<file path="src/design/assert_macros.svh">
// Assertion macros for the scanline unfilter RTL
`ifndef ASSERT_MACROS_SVH
`define ASSERT_MACROS_SVH
`ifndef SYNTHESIS
`define ASSERT_PROP(label, clk, rst, prop) \
   label: assert property (@(posedge clk) disable iff (rst) prop) \
      else $error("property violated");
`define ASSERT_NEVER(label, clk, rst, cond) \
   `ASSERT_PROP(label, clk, rst, !(cond))
`else
`define ASSERT_PROP(label, clk, rst, prop)
`define ASSERT_NEVER(label, clk, rst, cond)
`endif
`endif

</file>
<file path="src/design/pngunf_ram.sv">
// Generic single-port-write, single-port-read RAM with registered read
`timescale 1ns / 1ps
module pngunf_ram #(
   parameter int WIDTH = 8,
   parameter int DEPTH = 16
) (
   input  logic                     clock,
   input  logic                     wr_en,
   input  logic [$clog2(DEPTH)-1:0] wr_addr,
   input  logic [WIDTH-1:0]         wr_data,
   input  logic                     rd_en,
   input  logic [$clog2(DEPTH)-1:0] rd_addr,
   output logic [WIDTH-1:0]         rd_data
);

   logic [WIDTH-1:0] mem_ff [DEPTH];
   logic [WIDTH-1:0] rd_data_ff;

   always_ff @(posedge clock) begin
      if (wr_en) begin
         mem_ff[wr_addr] <= wr_data;
      end
      if (rd_en) begin
         rd_data_ff <= mem_ff[rd_addr];
      end
   end

   assign rd_data = rd_data_ff;

endmodule

</file>
<file path="config.mk">
export PLATFORM = sky130hd
export DESIGN_NAME = pngunf_ram
export DESIGN_NICKNAME = d
export VERILOG_FILES = /design/src/design/assert_macros.svh /design/src/design/pngunf_ram.sv
export SDC_FILE = /design/constraint.sdc
export NUM_CORES = 1
export LEC_CHECK = 0
export BUFFER_PORTS_ARGS = -buffer_cell sky130_fd_sc_hd__buf_2
export CAP_MARGIN = 0
export CORE_MARGIN = 2
export CORE_UTILIZATION = 45
export CTS_CLUSTER_SIZE = 16
export DETAILED_ROUTE_END_ITERATION = 8
export PLACE_DENSITY = 0.68
export SLEW_MARGIN = 20
export SYNTH_ARGS = -nofsm -noshare
export SYNTH_HDL_FRONTEND = slang
export SYNTH_SLANG_ARGS = --single-unit
</file>
<file path="constraint.sdc">
create_clock -name clock -period 2.15 [get_ports clock]
set_clock_uncertainty 0.2 [all_clocks]
set_input_delay 0.215 -clock clock [delete_from_list [all_inputs] [get_ports clock]]
set_output_delay 0.215 -clock clock [all_outputs]
set_load 0.005 [all_outputs]
</file>
# [Word level (Yosys, flattened, before mapping)]
# Memory sizes are Yosys's and may differ from the RTL's. A register that Yosys moved wholly into a read port is not among the register bits.
# Cells that the tools add are included.
[totals] mem_count=1 ramBits=128 register_bits=0 input_bits=19 out_inout_bits=8
[op_classes] n_mux=2
[mem_list] name="mem_ff" words=16 word_bits=8 read_ports=1 rd_clocked_by_memory_dff=1 write_ports=1 line_no="pngunf_ram.sv:16" text="logic [WIDTH-1:0] mem_ff [DEPTH];"
[ops] operator="$mux 1" n=2

# [Longest topological paths before layout]
# Gate-level depths: netlist (run 1).
[depth] ltp_word=2 mapped_depth=5 mapped_depth_nobuf=3

# [Worst setup path before layout (run 1)]
# No wires, ideal clock.
[synth_path] path_type="in2reg" startpoint="input port wr_addr[2]" endpoint="memory mem_ff[0][0], enable pin" arrival_ps=1325 setup_ps=383 setup_slack_ps=242 path_buffers=0 stages=2 cell_sequence="or3b_2 nor3_1"
[synth_lines] item="start: declaration" line_no="pngunf_ram.sv:9" text="input logic [$clog2(DEPTH)-1:0] wr_addr,"
[synth_lines] item="end: declaration" line_no="pngunf_ram.sv:16"
# No word-level cell before the write port.

==> reports/qor.csv, run 1 <==
stage,metric,value,unit
routing,WL per Instance,22.1,µm
synth,register bit total from synthesis,136,
finish,fin nets,314,
synth,post-synthesis sequential area ratio,78.1,%
placement,Placed Cells,410,
global_route,GRT Util Overall,17.2,%
floorplanning,Core ar.,0.0114,mm²
floorplanning,Die ar.,0.0125,mm²
clock_network,H-tree levels,4,
hold_path,worst hold stages,3,
flow_run,MaxCap Viol Count,0,
sta,Slew @ Worst Pin,0.406,ns
clock_network,CTS tree,done,
routing,vias after detailed routing,2528,
synth,Post-synth EDFFs,136,
sta,TNS Setup,0,ns
synth,Synth top area share,78.1,%
global_route,vias in the first global route,2675,
sta,relative slew slack,72.9,%
setup_path,FF-to-FF Start,mem_ff[1][0]$_DFFE_PP_,
setup_path,worst r2r path cells,3,
setup_path,Required @ worst endpoint,2.09,ns
sta,final period utilization,79.9,%
power_and_ir_drop,PwrDens,990,mW/mm²
status,status,"complete, no violations",
sta,minimum clock period,1.72,ns
floorplanning,Starting Density,46.0,%
routing,vias per cell,5.61,
sta,RSZ-0062 raised after global routing,false,
placement,# port buffers,26,
sta,Peak Freq,582,MHz
setup_path,r2r setup slk,0.43,ns
synth,"Async S/R FF share, synth",0,%
placement,placer congestion estimate,0.730,
setup_path,worst r2r dst,rd_data[0]$_DFFE_PP_,
synth,Post-Syn Area,0.00523,mm²
placement,DP Wirelength,6330,µm
finish,number of fill cells,827,
synth,"top cells by area, synth","edfxtp_1 (78%), mux4_2 (7.8%), mux4_1 (7.0%)",
routing,Pre-antenna DRT Iters,4,
clock_network,"Setup Fix Bufs, Post-CTS",0,
routing,post-route DRC violation count,0,
clock_network,"Clk pin slew, worst setup/hold paths",0.06,ns
floorplanning,Top Ports,27,
synth,Yosys cell types,18,
clock_network,TritonCTS buffer count,17,
setup_path,crit path DAT,1.66,ns
sta,post-route setup slack,0.431,ns
synth,"area leader, netlist",edfxtp_1,
floorplanning,row count,39,
global_route,wire length of the first global-routing pass,15500,µm
routing,DR iter-0 viols,165,
hold_path,Hold EP,mem_ff[4][2]$_DFFE_PP_,
placement,worst slack at placement,0.169,ns
hold_path,Worst Min Path Start,wr_addr[0],
floorplanning,Die Ht,112,µm
synth,syn nets,248,
hold_path,Tightest Hold Check Type,primary input to flop,
setup_path,Setup Crit Path Kind,flop to flop,
synth,syn_area_per_cell,22.8,µm²
power_and_ir_drop,Static Leak,2.17,nW
synth,warnings from Yosys,0,
sta,"Hold Vio Cnt, Final",0,
global_route,total gr overflow,0,
setup_path,CP Max Fanout,1,
finish,number of diodes,0,
setup_path,kind of start point of the critical path,flop,
clock_network,Worst-Skew Late Latency,0.41,ns
clock_network,CTS Root Cell,clkbuf_16,
finish,Layout Cells excl Fill,451,
finish,fin util,56.0,%
floorplanning,Die X,112,µm
clock_network,clock sinks,136,
global_route,largest net degree at the start of global routing,19,
global_route,initial antenna violation count,1,
setup_path,Setup crit end kind,flop,
routing,Detailed Route WL,9950,µm
synth,"count leader, synth",edfxtp_1,
finish,share of layout cells above drive strength 1,31.5,%
synth,Mapped Cells,229,
sta,final setup vio count,0,
synth,"Top FF cell, synth",edfxtp_1,
routing,post-route ant nets,0,
power_and_ir_drop,Worst VDD drop,0.619,mV
finish,synthesis-to-finish area growth,21.8,%
synth,commonest cells in the netlist,"edfxtp_1 (136), mux4_2 (18), a22oi_1 (16), mux4_1 (14), nor2_1 (13)",
clock_network,CTS max path bufs,2,
sta,Slew Limit Fails,0,
metal layers:
| layer | global-route usage, % | wire (µm) |
|---|---|---|
| met1 | 22.3 | 4120 |
| met2 | 28.5 | 5220 |
| met3 | 4.35 | 474 |
| met4 | 6.09 | 124 |
| met5 | 0 | 13 |
per-stage QoR:
step | power, mW | hold WS (ns) | cell area [µm²]
after floorplan | 3.21 | 0.114 | 5230
after global placement | 3.33 | 0.402 | 5650
after detailed placement | 3.34 | 0.411 | 5650
after CTS | 6.37 | 0.00301 | 6360
after global routing | 6.50 | 0.176 | 6370
final | 6.30 | 0.174 | 6370
registers in the layout, summed over array words and instances, names as in the netlist:
signal   flops
rd_data      8
mem_ff     128
repair_timing:
item / CTS / global route
setup endpoints to repair: 0 / 0
resized for setup: 0 / 0
hold buffers: 8 / 1
endpoints found under the hold margin: 115 / 2
cells by family (layout without fill, tap and decap cells):
group / after synthesis / after routing / share of synthesized area, %
and+or+nand+nor: 35 / 35 / 3.14
DFF: 136 / 136 / 78.1
AOI/OAI and AO/OA: 16 / 16 / 2.30
muxes: 32 / 32 / 14.8
buffers and inverters: 10 / 89 / 1.65
layout make-up:
type	count	area (µm²)	area share (%)
sequential	136	4080	64.1
clock buffer	18	429	6.74
multi-input combinational	83	1060	16.6
timing repair buffer	57	423	6.64
tap	143	179	2.81
clock inverter	14	195	3.07
power by group:
part / total, mW / internal (mW) / switching [mW]
registers: 3.01 / 2.99 / 0.0183
clock network: 3.01 / 1.95 / 1.06
logic: 0.284 / 0.133 / 0.151
total: 6.30 / 5.07 / 1.23
critical path: stages (launching register included):
cell	delay, ns
edfxtp_1	0.36
mux4_1	0.52
a22oi_1	0.28
nand2_1	0.09
layout by cell type (no fill, tap or decap), types with 9 or more instances in the layout:
cell and n:
edfxtp_1 136, clkbuf_16 17, buf_2 26, nand2_1 9, mux4_1 14, buf_4 19, dlygate4sd3_1 9, nor2_1 13
mux4_2 18, a22oi_1 16
worst max-delay path by stage:
stage,from,slack (ns),cells past startpoint,to
2_1_floorplan,wr_addr[2],0.24,2,mem_ff[0][0]$_DFFE_PP_
3_3_place_gp,rd_addr[0],0.20,5,rd_data[0]$_DFFE_PP_
3_5_place_dp,rd_addr[0],0.17,5,rd_data[0]$_DFFE_PP_
4_1_cts,mem_ff[1][0]$_DFFE_PP_,0.40,3,rd_data[0]$_DFFE_PP_
5_1_grt,mem_ff[1][0]$_DFFE_PP_,0.38,3,rd_data[0]$_DFFE_PP_
6_report,mem_ff[1][0]$_DFFE_PP_,0.43,3,rd_data[0]$_DFFE_PP_
Note: power is estimated with default switching activity, not from simulation.
==> run 2, diff against run 1 <==
- PLACE_DENSITY: 0.68 -> 0.7
- clock period: 2.15 -> 1.4 ns (I/O delays scaled with it)
==> run 2 against run 1 <==
- the flow now finishes with violations (setup timing)
- highest routed layer is now met4
- utilization rose by 0.95 points
- via count fell by 1.6%
- critical path type unchanged
- combinational power rose by 76%
- die area did not move
- largest cell class unchanged
- worst setup slack got worse by 0.66 ns
- worst hold slack got worse by 0.053 ns
- flip-flop and latch count did not move
- cell count rose by 0.67%
- clock power rose by 50%
- power rose by 53%
- count of clock-buffer cells in the layout fell by 1
==> reports/qor.csv, run 2 (same netlist as run 1, synthesis figures left out) <==
stage,metric,value,unit
hold_path,Tightest Hold Check Type,primary input to flop,
setup_path,max incr delay on CP,0.49,ns
power_and_ir_drop,PwrDens,1490,mW/mm²
sta,final period utilization,116,%
placement,placer congestion estimate,0.755,
finish,Storage cell area,0.00408,mm²
finish,Biggest register,mem_ff,
clock_network,TritonCTS buffer count,17,
setup_path,Setup Crit Path Kind,flop to flop,
sta,Slew Limit Fails,0,
clock_network,CTS Root Cell,clkbuf_16,
global_route,vias in the first global route,2669,
sta,WHS,0.121,ns
sta,"Hold Vio Cnt, Final",0,
setup_path,Required @ worst endpoint,1.35,ns
global_route,largest net degree at the start of global routing,21,
routing,WL per Instance,21.8,µm
placement,worst slack at placement,-0.530,ns
power_and_ir_drop,Worst VDD drop,0.921,mV
flow_run,MaxCap Viol Count,0,
finish,share of layout cells above drive strength 1,42.8,%
global_route,GRT Util Overall,17.2,%
finish,number of fill cells,831,
floorplanning,Starting Density,46.0,%
clock_network,"Setup Fix Bufs, Post-CTS",0,
finish,Layout Cells excl Fill,454,
routing,vias after detailed routing,2488,
sta,minimum clock period,1.63,ns
status,status,"complete, but fails checks",
floorplanning,Top Ports,27,
clock_network,CTS max path bufs,2,
finish,post-layout instance area,0.00647,mm²
global_route,initial antenna violation count,0,
floorplanning,Die ar.,0.0125,mm²
routing,Detailed Route WL,9900,µm
sta,Peak Freq,615,MHz
status,failing checks,setup timing,
sta,TNS Setup,-1.61,ns
sta,post-route setup slack,-0.225,ns
sta,RSZ-0062 raised after global routing,true,
floorplanning,row count,39,
power_and_ir_drop,Static Leak,2.16,nW
placement,DP Wirelength,6380,µm
clock_network,H-tree levels,4,
global_route,wire length of the first global-routing pass,15500,µm
setup_path,crit path cell chain,"mux4_2, a22oi_2, nand2_1",
sta,final setup vio count,8,
power_and_ir_drop,Total Power,9.64,mW
routing,post-route DRC violation count,0,
setup_path,Setup crit end kind,flop,
clock_network,Worst-Skew Late Latency,0.42,ns
setup_path,kind of start point of the critical path,flop,
setup_path,r2r setup slk,-0.23,ns
finish,fin util,56.9,%
setup_path,critical path's slowest cell,mux4_2,
placement,Placed Cells,415,
sta,relative slew slack,34.7,%
setup_path,crit path DAT,1.58,ns
floorplanning,Die Ht,112,µm
placement,# port buffers,26,
setup_path,worst path bufs/invs,0,
clock_network,clock sinks,136,
finish,number of diodes,0,
setup_path,CP Max Fanout,1,
clock_network,"Clk pin slew, worst setup/hold paths",0.06,ns
floorplanning,Die X,112,µm
placement,Placed Area,0.00573,mm²
global_route,total gr overflow,0,
sta,Slew @ Worst Pin,0.976,ns
routing,post-route ant nets,0,
routing,vias per cell,5.48,
finish,"leading cell type in the layout, fill and taps excluded",edfxtp_1,
finish,area of the multi-input gates,0.00110,mm²
clock_network,CTS tree,done,
finish,synthesis-to-finish area growth,23.9,%
finish,Largest register FFs,128,
routing,Pre-antenna DRT Iters,4,
setup_path,"CP delay by family, top",multiplexers,
finish,most frequent cells in the layout,"edfxtp_1 (136), mux4_2 (32), buf_2 (26), buf_4 (20), clkbuf_16 (17)",
routing,DR iter-0 viols,178,
floorplanning,Core ar.,0.0114,mm²
finish,fin nets,319,
==> run 2: cell count changes in the layout (fill, tap and decap cells not counted), sizes merged <==
cell      delta
buf          +5
clkinvlp     -1
inv          -3
clkbuf       -1
clkinv       +3
==> run 2: where the power goes <==
part           internal, mW  switching [mW]
logic                 0.234           0.267
registers              4.59          0.0232
clock network          2.95            1.58
total                  7.77            1.87
==> run 2: worst paths after layout <==
path,endpoint,cells past startpoint,start
hold / removal,mem_ff[12][4]$_DFFE_PP_,3,wr_addr[0]
hold reg to reg,rd_data[3]$_DFFE_PP_,3,mem_ff[14][3]$_DFFE_PP_
setup reg to reg,rd_data[6]$_DFFE_PP_,3,mem_ff[3][6]$_DFFE_PP_
setup / recovery,rd_data[6]$_DFFE_PP_,3,mem_ff[3][6]$_DFFE_PP_
==> run 2: worst min-delay path, cell delays in order <==
cell and delay [ns]:
buf_2 0.16, nor3_2 0.06, buf_4 0.18
==> run 2: layer usage <==
metal / vias to the layer above / global-route usage, % / part of all wire, %
li1: 1108 / - / -
met1: 1319 / 22.5 / 42
met2: 56 / 27.8 / 52
met3: 5 / 4.84 / 4.5
met4: 0 / 6.58 / 0.91
met5: - / 0 / 0
==> run 2: layout make-up <==
| cell class | count | share of cell area [%] |
|---|---|---|
| flip-flops and latches | 136 | 63.1 |
| multi-input cells | 83 | 16.9 |
| repair buffers | 62 | 7.88 |
| clock buffers | 17 | 6.57 |
| clock inverters | 13 | 2.78 |
| well taps | 143 | 2.76 |
==> run 2: what timing repair did <==
action | 4_1_cts | 5_1_grt
endpoints found under the setup margin | 8 | 8
hold endpoints to repair | 136 | 0
pin swaps | 4 | 8
gates resized for setup | 9 | 3
hold buffers | 9 | 0
==> run 3, diff against run 2 <==
- ABC_AREA: not set -> 1
==> run 3 against run 2 <==
- the run now ends clean
- synthesized cell count is 140% higher
- worst hold slack worse by 0.11 ns
- fmax up 20%
- critical path type unchanged
==> reports/qor.csv, run 3 <==
stage,metric,value,unit
finish,fin util,55.1,%
synth,Synth top area share,69.8,%
sta,WHS,0.0123,ns
routing,vias per cell,5.03,
finish,number of diodes,0,
routing,vias after detailed routing,3980,
placement,DP Wirelength,8040,µm
sta,final period utilization,96.6,%
finish,Layout Cells excl Fill,791,
synth,"count leader, synth",nand2_1,
clock_network,"Clk pin slew, worst setup/hold paths",0.06,ns
routing,WL per Instance,16.8,µm
floorplanning,Die ar.,0.0139,mm²
clock_network,CTS tree,done,
clock_network,Worst-Skew Late Latency,0.41,ns
hold_path,Tightest Hold Check Type,primary input to flop,
sta,TNS Setup,0,ns
floorplanning,Top Ports,27,
power_and_ir_drop,Total Power,9.76,mW
hold_path,Worst Min Path Start,rd_addr[2],
finish,most frequent cells in the layout,"nand2_1 (172), edfxtp_1 (136), inv_1 (100), nand3_1 (95), buf_2 (26)",
setup_path,Setup crit end kind,flop,
placement,placer congestion estimate,0.873,
setup_path,kind of start point of the critical path,flop,
floorplanning,Core ar.,0.0127,mm²
synth,register bit total from synthesis,136,
sta,final setup vio count,0,
power_and_ir_drop,Clock Power Share,46.7,%
global_route,GRT Util Overall,20.3,%
sta,relative slew slack,60.6,%
setup_path,crit path DAT,1.31,ns
flow_run,MaxCap Viol Count,0,
synth,Post-synth EDFFs,136,
synth,commonest cells in the netlist,"nand2_1 (173), edfxtp_1 (136), inv_1 (100), nand3_1 (97), nor2_1 (17)",
clock_network,CTS Root Cell,clkbuf_16,
finish,fin nets,625,
power_and_ir_drop,Sw Pwr,2.03,mW
clock_network,TritonCTS buffer count,17,
sta,minimum clock period,1.35,ns
status,status,"complete, no violations",
sta,Peak Freq,740,MHz
synth,post-synthesis sequential area ratio,69.8,%
finish,Largest register FFs,128,
setup_path,Required @ worst endpoint,1.36,ns
power_and_ir_drop,Static Leak,3.01,nW
routing,DR iter-0 viols,478,
synth,Yosys cell types,11,
clock_network,H-tree levels,4,
power_and_ir_drop,Reg power frac,47.3,%
setup_path,Setup Crit Path Kind,flop to flop,
global_route,total gr overflow,0,
floorplanning,Die Ht,118,µm
floorplanning,row count,41,
sta,Slew @ Worst Pin,0.590,ns
global_route,initial antenna violation count,0,
synth,"area leader, netlist",edfxtp_1,
clock_network,CTS max path bufs,2,
synth,syn nets,570,
finish,share of layout cells above drive strength 1,13.7,%
power_and_ir_drop,Gate power share,6.1,%
routing,post-route ant nets,0,
power_and_ir_drop,Pint,7.73,mW
global_route,wire length of the first global-routing pass,21200,µm
finish,Biggest register,mem_ff,
finish,"leading cell type in the layout, fill and taps excluded",nand2_1,
synth,warnings from Yosys,0,
routing,post-route DRC violation count,0,
floorplanning,Die X,118,µm
setup_path,CP Max Fanout,1,
power_and_ir_drop,PwrDens,1400,mW/mm²
clock_network,clock sinks,136,
routing,Detailed Route WL,13300,µm
sta,Slew Limit Fails,0,
sta,"Hold Vio Cnt, Final",0,
setup_path,FF-to-FF Start,mem_ff[1][2]$_DFFE_PP_,
floorplanning,Starting Density,46.1,%
placement,Placed Cells,750,
synth,"top cells by area, synth","edfxtp_1 (70%), nand2_1 (11%), nand3_1 (8.3%)",
synth,syn_area_per_cell,10.6,µm²
routing,Pre-antenna DRT Iters,5,
synth,"Async S/R FF share, synth",0,%
synth,"Top FF cell, synth",edfxtp_1,
finish,synthesis-to-finish area growth,19.3,%
power_and_ir_drop,Worst VDD drop,0.794,mV
setup_path,crit path from,mem_ff[1][2]$_DFFE_PP_,
global_route,largest net degree at the start of global routing,64,
synth,Mapped Cells,551,
synth,Post-Syn Area,0.00585,mm²
placement,# port buffers,26,
power_and_ir_drop,Net Sw Frac,20.8,%
global_route,vias in the first global route,3950,
run 3: cell types whose count changed in the layout (fill, tap and decap cells not counted), moves of 5 or more:
| cell | previous run | this run |
|---|---|---|
| nor2_1 | 10 | 17 |
| a22oi_1 | 5 | 0 |
| a22oi_2 | 11 | 0 |
| nand3_1 | 1 | 95 |
| nand2_1 | 9 | 172 |
| mux4_2 | 32 | 0 |
| inv_1 | 0 | 100 |
run 3: area by class of cell:
cell class	instances	area, µm²
Multi-Input combinational cell	289	1230
Timing Repair Buffer	60	458
Sequential cell	136	4080
Clock buffer	17	425
Fill cell	1039	5700
Tap cell	172	215
Inverter	102	383
Clock inverter	15	184
run 3: kinds of logic (layout without fill, tap and decap cells):
group | count (synthesis) | count (layout) | synth area share, %
simple gates | 289 | 289 | 20.8
flops | 136 | 136 | 69.8
buf+inv | 126 | 194 | 9.39
run 3: per-layer routing:
metal	track usage (%)	part of all wire, %
met2	31.9	47
met4	9.11	2.4
met3	4.89	7.0
met5	0	0
met1	26.8	43
run 3: metrics by stage:
stage | setup WS [ns] | instance area [µm²]
finish | 0.0482 | 6980
global route | -0.0144 | 6980
CTS | 0.0228 | 6960
detailed placement | -0.177 | 6260
global placement | -0.175 | 6260
floorplan | 0.109 | 5850
run 3: path summary, 6_finish.rpt:
kind,endpoint,slack [ns],cells past startpoint
min reg2reg,rd_data[5]$_DFFE_PP_,0.56,6
max reg2reg,rd_data[2]$_DFFE_PP_,0.05,6
min,rd_data[4]$_DFFE_PP_,0.01,4
max,rd_data[2]$_DFFE_PP_,0.05,6
run 3: worst max-delay path, cell delays in order (launching register included):
cell and delay (ns):
edfxtp_1 0.38, inv_1 0.07, nand2_1 0.05, nand3_1 0.12, nand3_1 0.09, nand3_1 0.12, nand2_1 0.08
run 3: power by group through the flow:
stage | Sequential, mW | Combinational [mW] | Clock [mW]
2_1_floorplan | 4.69 | 0.322 | 0
5_1_grt | 4.62 | 0.655 | 4.79
3_3_place_gp | 4.70 | 0.547 | 0
3_5_place_dp | 4.70 | 0.564 | 0
6_report | 4.62 | 0.592 | 4.55
4_1_cts | 4.62 | 0.588 | 4.59
run 3: repair_timing:
action                                 4_1_cts  5_1_grt
hold buffers                                 9        0
setup endpoints to repair                    0        3
endpoints found under the hold margin      136        0
gates resized for setup                      0        3
setup buffers                                0        0
